$ cat config.mk
export PLATFORM = sky130hd
export DESIGN_NAME = button_debounce_long_press
export DESIGN_NICKNAME = d
export VERILOG_FILES = /design/src/rtl/core/bdlp_pkg.sv /design/src/rtl/core/bdlp_lane.sv /design/src/rtl/core/bdlp_merge.sv /design/src/rtl/core/button_debounce_long_press.sv
export SDC_FILE = /design/constraint.sdc
export NUM_CORES = 1
export LEC_CHECK = 0
export BUFFER_PORTS_ARGS = -buffer_cell sky130_fd_sc_hd__clkbuf_2
export CAP_MARGIN = 40
export CORE_ASPECT_RATIO = 1.25
export CORE_MARGIN = 1
export CORE_UTILIZATION = 50
export CTS_CLUSTER_DIAMETER = 120
export DETAILED_ROUTE_END_ITERATION = 10
export PLACE_DENSITY_LB_ADDON = 0.05
export RECOVER_POWER = 50
export SLEW_MARGIN = 20
export SYNTH_ARGS = -nofsm -noshare
export SYNTH_HDL_FRONTEND = slang
export SYNTH_SLANG_ARGS = --single-unit
export TNS_END_PERCENT = 1
$ cat constraint.sdc
create_clock -name clk -period 12.3 [get_ports clk]
set_clock_uncertainty 0.1 [all_clocks]
set_input_delay 2.46 -clock clk [delete_from_list [all_inputs] [get_ports clk]]
set_output_delay 2.46 -clock clk [all_outputs]
set_load 0.05 [all_outputs]
$ cat src/rtl/core/bdlp_pkg.sv
// Shared types and constants for the button debounce and long-press block
`timescale 1ns / 1ps

package bdlp_pkg;

    typedef logic [2:0] event_t;

    localparam event_t EV_NONE     = 3'd0;
    localparam event_t EV_PRESSED  = 3'd1;
    localparam event_t EV_CLICK    = 3'd2;
    localparam event_t EV_LONG     = 3'd3;
    localparam event_t EV_RELEASED = 3'd4;

    localparam logic CMD_UPDATE = 1'b0;
    localparam logic CMD_POP    = 1'b1;

    localparam logic [1:0] REG_DEBOUNCE   = 2'd0;
    localparam logic [1:0] REG_LONG_PRESS = 2'd1;
    localparam logic [1:0] REG_ACTIVE_LOW = 2'd2;

    localparam logic [15:0] DEBOUNCE_RESET   = 16'd50;
    localparam logic [15:0] LONG_PRESS_RESET = 16'd1000;
    localparam logic        ACTIVE_LOW_RESET = 1'b1;

    localparam int PIN_COUNT = 3;

    typedef struct packed {
        logic        cmd;
        logic [31:0] now_ms;
        logic [2:0]  pin_levels;
        logic [1:0]  button_index;
    } req_t;

    typedef struct packed {
        event_t     popped_event;
        logic [2:0] pressed_now;
    } rsp_t;

    typedef struct packed {
        logic [15:0] debounce_time_ms;
        logic [15:0] long_hold_ms;
        logic        pins_active_low;
    } cfg_t;

    typedef struct packed {
        logic        tick;
        logic        clear;
        logic        pressed;
        logic [31:0] now_ms;
    } lane_ctrl_t;

endpackage

$ cat src/rtl/core/bdlp_lane.sv
// One button: debounce, pressed and hold state machine with latched event
`timescale 1ns / 1ps

module bdlp_lane
(
    input  logic                clk,
    input  logic                rst_n,
    input  bdlp_pkg::lane_ctrl_t ctrl,
    input  bdlp_pkg::cfg_t      cfg,
    output bdlp_pkg::event_t    pending_event
);

    localparam logic [1:0] PH_IDLE     = 2'd0;
    localparam logic [1:0] PH_DEBOUNCE = 2'd1;
    localparam logic [1:0] PH_PRESSED  = 2'd2;
    localparam logic [1:0] PH_HOLD     = 2'd3;

    logic [1:0]       phase_reg;
    logic [1:0]       phase_next;
    logic [31:0]      start_reg;
    logic [31:0]      start_next;
    bdlp_pkg::event_t event_reg;
    bdlp_pkg::event_t event_next;
    logic [31:0]      elapsed;

    assign elapsed = ctrl.now_ms - start_reg;

    always_comb
    begin
        phase_next = phase_reg;
        start_next = start_reg;
        event_next = event_reg;
        if (ctrl.clear)
        begin
            event_next = bdlp_pkg::EV_NONE;
        end
        if (ctrl.tick)
        begin
            unique case (phase_reg)
                PH_IDLE:
                begin
                    if (ctrl.pressed)
                    begin
                        phase_next = PH_DEBOUNCE;
                        start_next = ctrl.now_ms;
                    end
                end
                PH_DEBOUNCE:
                begin
                    if (!ctrl.pressed)
                    begin
                        phase_next = PH_IDLE;
                    end
                    else if (elapsed >= {16'd0, cfg.debounce_time_ms})
                    begin
                        phase_next = PH_PRESSED;
                        event_next = bdlp_pkg::EV_PRESSED;
                        start_next = ctrl.now_ms;
                    end
                end
                PH_PRESSED:
                begin
                    if (!ctrl.pressed)
                    begin
                        phase_next = PH_IDLE;
                        event_next = bdlp_pkg::EV_CLICK;
                    end
                    else if (elapsed >= {16'd0, cfg.long_hold_ms})
                    begin
                        phase_next = PH_HOLD;
                        event_next = bdlp_pkg::EV_LONG;
                    end
                end
                PH_HOLD:
                begin
                    if (!ctrl.pressed)
                    begin
                        phase_next = PH_IDLE;
                        event_next = bdlp_pkg::EV_RELEASED;
                    end
                end
                default:
                begin
                    phase_next = PH_IDLE;
                end
            endcase
        end
    end

    always_ff @(posedge clk or negedge rst_n)
    begin
        if (!rst_n)
        begin
            phase_reg <= PH_IDLE;
            event_reg <= bdlp_pkg::EV_NONE;
        end
        else
        begin
            phase_reg <= phase_next;
            event_reg <= event_next;
        end
    end

    always_ff @(posedge clk)
    begin
        start_reg <= start_next;
    end

    assign pending_event = event_reg;

endmodule

$ cat src/rtl/core/bdlp_merge.sv
// Picks the popped event from the lanes and holds the result item
`timescale 1ns / 1ps

module bdlp_merge
#(
    parameter int NUM_BUTTONS = 3
)
(
    input  logic             clk,
    input  logic             rst_n,
    input  logic             req_valid,
    output logic             req_ready,
    input  bdlp_pkg::req_t   req,
    input  bdlp_pkg::event_t lane_event [NUM_BUTTONS],
    input  logic [2:0]       pressed_now,
    output logic             rsp_valid,
    input  logic             rsp_ready,
    output bdlp_pkg::rsp_t   rsp
);

    logic             valid_reg;
    logic             valid_next;
    bdlp_pkg::rsp_t   rsp_reg;
    bdlp_pkg::event_t sel_event;
    logic             accept;

    assign req_ready = !valid_reg || rsp_ready;
    assign accept    = req_valid && req_ready;

    always_comb
    begin
        sel_event = bdlp_pkg::EV_NONE;
        if (req.cmd == bdlp_pkg::CMD_POP)
        begin
            for (int i = 0; i < NUM_BUTTONS; i++)
            begin
                if (32'(req.button_index) == i + 1)
                begin
                    sel_event = lane_event[i];
                end
            end
        end
    end

    always_comb
    begin
        valid_next = valid_reg;
        if (accept)
        begin
            valid_next = 1'b1;
        end
        else if (rsp_ready)
        begin
            valid_next = 1'b0;
        end
    end

    always_ff @(posedge clk or negedge rst_n)
    begin
        if (!rst_n)
        begin
            valid_reg <= 1'b0;
        end
        else
        begin
            valid_reg <= valid_next;
        end
    end

    always_ff @(posedge clk)
    begin
        if (accept)
        begin
            rsp_reg.popped_event <= sel_event;
            rsp_reg.pressed_now  <= pressed_now;
        end
    end

    assign rsp_valid = valid_reg;
    assign rsp       = rsp_reg;

endmodule

$ cat src/rtl/core/button_debounce_long_press.sv
// Top level: register port, per-button lanes and result merge
// The result is registered and shows in the cycle after its item is accepted.
// Throughput: one item per cycle unless rsp_ready stalls; every lane's subtract
// and compare run in the accepting cycle; the result register frees once taken.
// Reset (rst_n, asynchronous, active low): all buttons idle, no events pending,
// registers back to 50 ms debounce, 1000 ms long press, active-low pins.
`timescale 1ns / 1ps

module button_debounce_long_press
#(
    parameter int NUM_BUTTONS = 3
)
(
    input  logic           clk,
    input  logic           rst_n,
    input  logic           req_valid,
    output logic           req_ready,
    input  bdlp_pkg::req_t req,
    output logic           rsp_valid,
    input  logic           rsp_ready,
    output bdlp_pkg::rsp_t rsp,
    input  logic           psel,
    input  logic           penable,
    input  logic           pwrite,
    input  logic [3:0]     paddr,
    input  logic [31:0]    pwdata,
    output logic [31:0]    prdata,
    output logic           pready
);

    bdlp_pkg::cfg_t       cfg_reg;
    logic                 cfg_wr;
    logic                 accept;
    logic [NUM_BUTTONS-1:0] pressed;
    logic [2:0]           pressed_now;
    bdlp_pkg::event_t     lane_event [NUM_BUTTONS];

    // register port
    assign pready = 1'b1;
    assign cfg_wr = psel && penable && pwrite;

    always_ff @(posedge clk or negedge rst_n)
    begin
        if (!rst_n)
        begin
            cfg_reg.debounce_time_ms <= bdlp_pkg::DEBOUNCE_RESET;
            cfg_reg.long_hold_ms     <= bdlp_pkg::LONG_PRESS_RESET;
            cfg_reg.pins_active_low  <= bdlp_pkg::ACTIVE_LOW_RESET;
        end
        else if (cfg_wr)
        begin
            unique case (paddr[3:2])
                bdlp_pkg::REG_DEBOUNCE:   cfg_reg.debounce_time_ms <= pwdata[15:0];
                bdlp_pkg::REG_LONG_PRESS: cfg_reg.long_hold_ms     <= pwdata[15:0];
                bdlp_pkg::REG_ACTIVE_LOW: cfg_reg.pins_active_low  <= pwdata[0];
                default:
                begin
                end
            endcase
        end
    end

    always_comb
    begin
        unique case (paddr[3:2])
            bdlp_pkg::REG_DEBOUNCE:   prdata = {16'd0, cfg_reg.debounce_time_ms};
            bdlp_pkg::REG_LONG_PRESS: prdata = {16'd0, cfg_reg.long_hold_ms};
            bdlp_pkg::REG_ACTIVE_LOW: prdata = {31'd0, cfg_reg.pins_active_low};
            default:                  prdata = 32'd0;
        endcase
    end

    assign accept = req_valid && req_ready;

    // buttons beyond the pin field see level 0
    genvar gi;
    generate
        for (gi = 0; gi < NUM_BUTTONS; gi++)
        begin : g_lane
            logic                 level;
            bdlp_pkg::lane_ctrl_t ctrl;

            if (gi < bdlp_pkg::PIN_COUNT)
            begin : g_pin
                assign level = req.pin_levels[gi];
            end
            else
            begin : g_nopin
                assign level = 1'b0;
            end

            assign pressed[gi]  = cfg_reg.pins_active_low ? !level : level;
            assign ctrl.tick    = accept && (req.cmd == bdlp_pkg::CMD_UPDATE);
            assign ctrl.clear   = accept && (req.cmd == bdlp_pkg::CMD_POP)
                                  && (32'(req.button_index) == gi + 1);
            assign ctrl.pressed = pressed[gi];
            assign ctrl.now_ms  = req.now_ms;

            bdlp_lane u_lane
            (
                .clk           (clk),
                .rst_n         (rst_n),
                .ctrl          (ctrl),
                .cfg           (cfg_reg),
                .pending_event (lane_event[gi])
            );
        end

        for (gi = 0; gi < bdlp_pkg::PIN_COUNT; gi++)
        begin : g_pn
            if (gi < NUM_BUTTONS)
            begin : g_used
                assign pressed_now[gi] = pressed[gi];
            end
            else
            begin : g_unused
                assign pressed_now[gi] = 1'b0;
            end
        end
    endgenerate

    bdlp_merge #(
        .NUM_BUTTONS (NUM_BUTTONS)
    ) u_merge
    (
        .clk         (clk),
        .rst_n       (rst_n),
        .req_valid   (req_valid),
        .req_ready   (req_ready),
        .req         (req),
        .lane_event  (lane_event),
        .pressed_now (pressed_now),
        .rsp_valid   (rsp_valid),
        .rsp_ready   (rsp_ready),
        .rsp         (rsp)
    );

endmodule

==> impl_metrics.py <==
metrics = {
    "logic_synthesis": {
        "synth_cells": 1538,
        "synth-edff-count": 102,
        "synthesis.area_mm2": 0.0136,
        "ys_ff_latch": 151,
        "synth_compound_area_share_pct": 22.0,
        "synth-async-reset-ratio_pct": 32.5,
        "synth_xor_xnor_area_share_pct": 4.94,
        "synth_top_family_by_area": "compound AO/OA/AOI/OAI gates",
        "avgSynthCellArea_um2": 8.87,
        "synthAdderAreaFrac_pct": 17.8,
        "yosysSeqAreaShare_pct": 31.5,
        "synth-simple-area-share_pct": 14.1,
        "ys_types": 82,
        "synth-main-ff-cell": "edfxtp_1",
        "yosys_warnings": 0,
        "muxShareOfSynthArea_pct": 3.27,
    },
    "setup_path": {
        "worst-path-buf-inv": 3,
        "crit_start": "req[6]",
        "crit_cells": 16,
        "cpLargestDelayFamily": "compound AO/OA/AOI/OAI gates",
        "cp_slowest_stage_delay_ns": 0.49,
        "critPathCaptureType": "register",
        "endpoint": "g_lane[1].u_lane.start_reg[28]$_DFFE_PP_",
        "crit_arrival_ns": 6.86,
        "cpMostUsedCell": "a211oi_1",
        "slowest_stage": "fa_1",
        "rr_worst_depth": 15,
        "path_cells": "clkbuf_1, inv_1, fa_1, nand2b_1, a21oi_1, o21ai_1, a211oi_1, nor2_1, xnor2_1, ha_1, a211oi_1, o211ai_1, a31oi_1, and3_1, a21oi_4, buf_16",
        "r2r_start": "g_lane[1].u_lane.start_reg[0]$_DFFE_PP_",
        "cp_max_fo": 17,
        "reg2reg_to": "g_lane[1].u_lane.start_reg[28]$_DFFE_PP_",
        "crit_required_ns": 12.41,
        "r2r_setup_slack_ns": 7.49,
        "critPathKind": "input pin to register",
        "worst_setup_path_start_kind": "input pin",
    },
    "outcome": {
        "status": "finished with violations",
        "violations": "max-capacitance violations, max-slew violations",
    },
    "place": {
        "pre_cts_ws_ns": 5.18,
        "post-dp-hpwl_um": 28500,
        "routabilityCongestion": 0.885,
        "placed_cell_area_mm2": 0.0144,
        "placed_cells": 1934,
        "port-buffer-count": 86,
    },
    "floorplanning": {
        "die-area_mm2": 0.0280,
        "initial_core_util_pct": 50.9,
        "ios": 122,
        "die_x_um": 150,
        "rows": 67,
        "die_h_um": 187,
        "placeableCoreArea_mm2": 0.0268,
    },
    "global_routing": {
        "gr-total-overflow": 0,
        "grt_use_total_pct": 26.3,
        "grt_pass1_wl_um": 57400,
        "antenna_found_initial": 0,
        "grt_start_max_net_pins": 50,
        "grt_pass1_vias": 11146,
    },
    "clock_network": {
        "cts.sinks": 151,
        "cts_resized": 0,
        "cts_root_buffer": "clkbuf_16",
        "cts_hold_buf": 0,
        "clk_pin_slew_ns": 0.07,
        "worstSkewPairLatency_ns": 0.45,
        "cts_tree": "yes",
        "cts_buffers": 17,
        "clockBufferDepth": 2,
        "htree_num_levels": 4,
        "post_cts_buffers": 0,
    },
    "cells_and_area": {
        "syn_to_final_growth_pct": 9.45,
        "final_net_count": 1881,
        "fin_util_pct": 55.7,
        "largest_reg_flops": 96,
        "final_cell_area_mm2": 0.0149,
        "n_antenna_cell": 0,
        "fin_cells": 1966,
        "drive_gt1_share_pct": 8.88,
    },
    "detailed_routing": {
        "wirelength_um": 35700,
        "drt_iter0_drc": 534,
        "first_pass_iters": 5,
        "viasPerCell": 5.81,
        "num_vias": 11427,
        "ant_nets": 0,
        "drc": 0,
        "wire_per_inst_um": 18.1,
    },
    "sta": {
        "relSlewSlack_pct": -77.7,
        "timing.setup.tns_ns": 0,
        "slew_violations": 50,
        "holdWs_ns": 0.433,
        "worst_slew_pin_slew_ns": 2.66,
        "fin_crit_sh_pct": 54.8,
        "clock.fmax_ghz": 0.148,
        "min_period_ns": 6.75,
        "setup_ws_ns": 5.55,
        "hold_viol": 0,
        "setup_viol": 0,
        "rsz0062_at_grt": "false",
    },
    "flow_run": {
        "drv_cap": 1,
    },
    "power_and_ir_drop": {
        "finalPower_mw": 1.95,
        "peakVddDrop_mv": 0.0830,
        "powerDensity_mw_per_mm2": 130,
        "p_leak_nw": 6.60,
    },
    "worst_hold_path": {
        "hp-class": "register to register",
    },
}
## area by class of cell
class / instances / area [um2]
clock buffers: 17 / 425
clock inverters: 15 / 159
fillers: 2526 / 11900
inverters: 153 / 574
multi-input cells: 1192 / 8580
flip-flops and latches: 151 / 4300
well taps: 345 / 432
repair buffers: 93 / 469
## power breakdown
part | total (mW) | internal, mW | switching (mW)
Combinational | 0.754 | 0.292 | 0.462
Clock | 0.535 | 0.287 | 0.248
Sequential | 0.657 | 0.614 | 0.0438
Total | 1.95 | 1.19 | 0.753
## synthesized netlist by cell type, drive strengths merged, types with 9 or more instances
cell	instances	area share (%)
mux2i	21	1.5
dfrtp	39	7.2
buf	24	1.2
o31ai	9	0.50
o211ai	23	1.3
clkbuf	33	0.91
dfstp	10	1.9
xnor2	49	3.1
a21o	45	2.5
nand3	28	1.0
xor2	28	1.8
a211oi	15	0.90
nor2b	24	1.1
nand2	119	3.3
a21oi	147	5.5
ha	189	17
o21bai	9	0.50
o21a	25	1.4
inv	153	4.2
nor3	25	0.95
nand2b	27	1.2
o21ai	110	4.1
a31oi	19	0.87
mux2	21	1.7
nor2	94	2.6
nand4	29	1.3
edfxtp	102	22
## layout by cell type, fill, tap and decap left out, drive strengths merged, types with 19 or more instances in the layout
cell,n
a21o,45
a21oi,147
a31oi,19
clkbuf,105
dfrtp,39
edfxtp,102
ha,189
inv,161
mux2,21
mux2i,21
nand2,119
nand2b,27
nand3,28
nand4,29
nor2,94
nor2b,24
nor3,25
o211ai,23
o21a,25
o21ai,110
xnor2,49
xor2,28
## worst min-delay path: cells and delay by family (launching register included)
kind	cells	cell delay (ns)
DFF	1	0.35
and+or+nand+nor	2	0.15
## per-layer routing
metal	GRT usage, %	share of wire, %	wire, um	up-vias
li1	-	-	-	5736
met1	32.4	45	16000	5420
met2	47.0	50	18000	226
met3	3.40	2.5	899	45
met4	7.93	2.2	774	0
met5	0	0	0	-
## worst min-delay path by stage
stage | depth (start not counted) | endpoint | slack, ns | start
2_1_floorplan | 2 | g_lane[2].u_lane.pending_event[1]$_DFF_PN0_ | 0.40 | g_lane[2].u_lane.pending_event[1]$_DFF_PN0_
3_3_place_gp | 2 | u_merge.rsp_valid$_DFFE_PN0P_ | 0.41 | u_merge.rsp_valid$_DFFE_PN0P_
3_5_place_dp | 2 | g_lane[2].u_lane.pending_event[1]$_DFF_PN0_ | 0.41 | g_lane[2].u_lane.pending_event[1]$_DFF_PN0_
4_1_cts | 2 | g_lane[2].u_lane.pending_event[1]$_DFF_PN0_ | 0.43 | g_lane[2].u_lane.pending_event[1]$_DFF_PN0_
5_1_grt | 2 | g_lane[2].u_lane.pending_event[1]$_DFF_PN0_ | 0.44 | g_lane[2].u_lane.pending_event[1]$_DFF_PN0_
6_report | 2 | u_merge.rsp_valid$_DFFE_PN0P_ | 0.43 | u_merge.rsp_valid$_DFFE_PN0P_
## logic make-up after synthesis
family | Yosys count
compound gates | 470
xor+xnor | 77
mux | 42
simple gates | 394
other cells | 2
buf+inv | 210
fa+ha+maj | 192
flops | 151
Note: power is estimated with default switching activity, not from simulation.
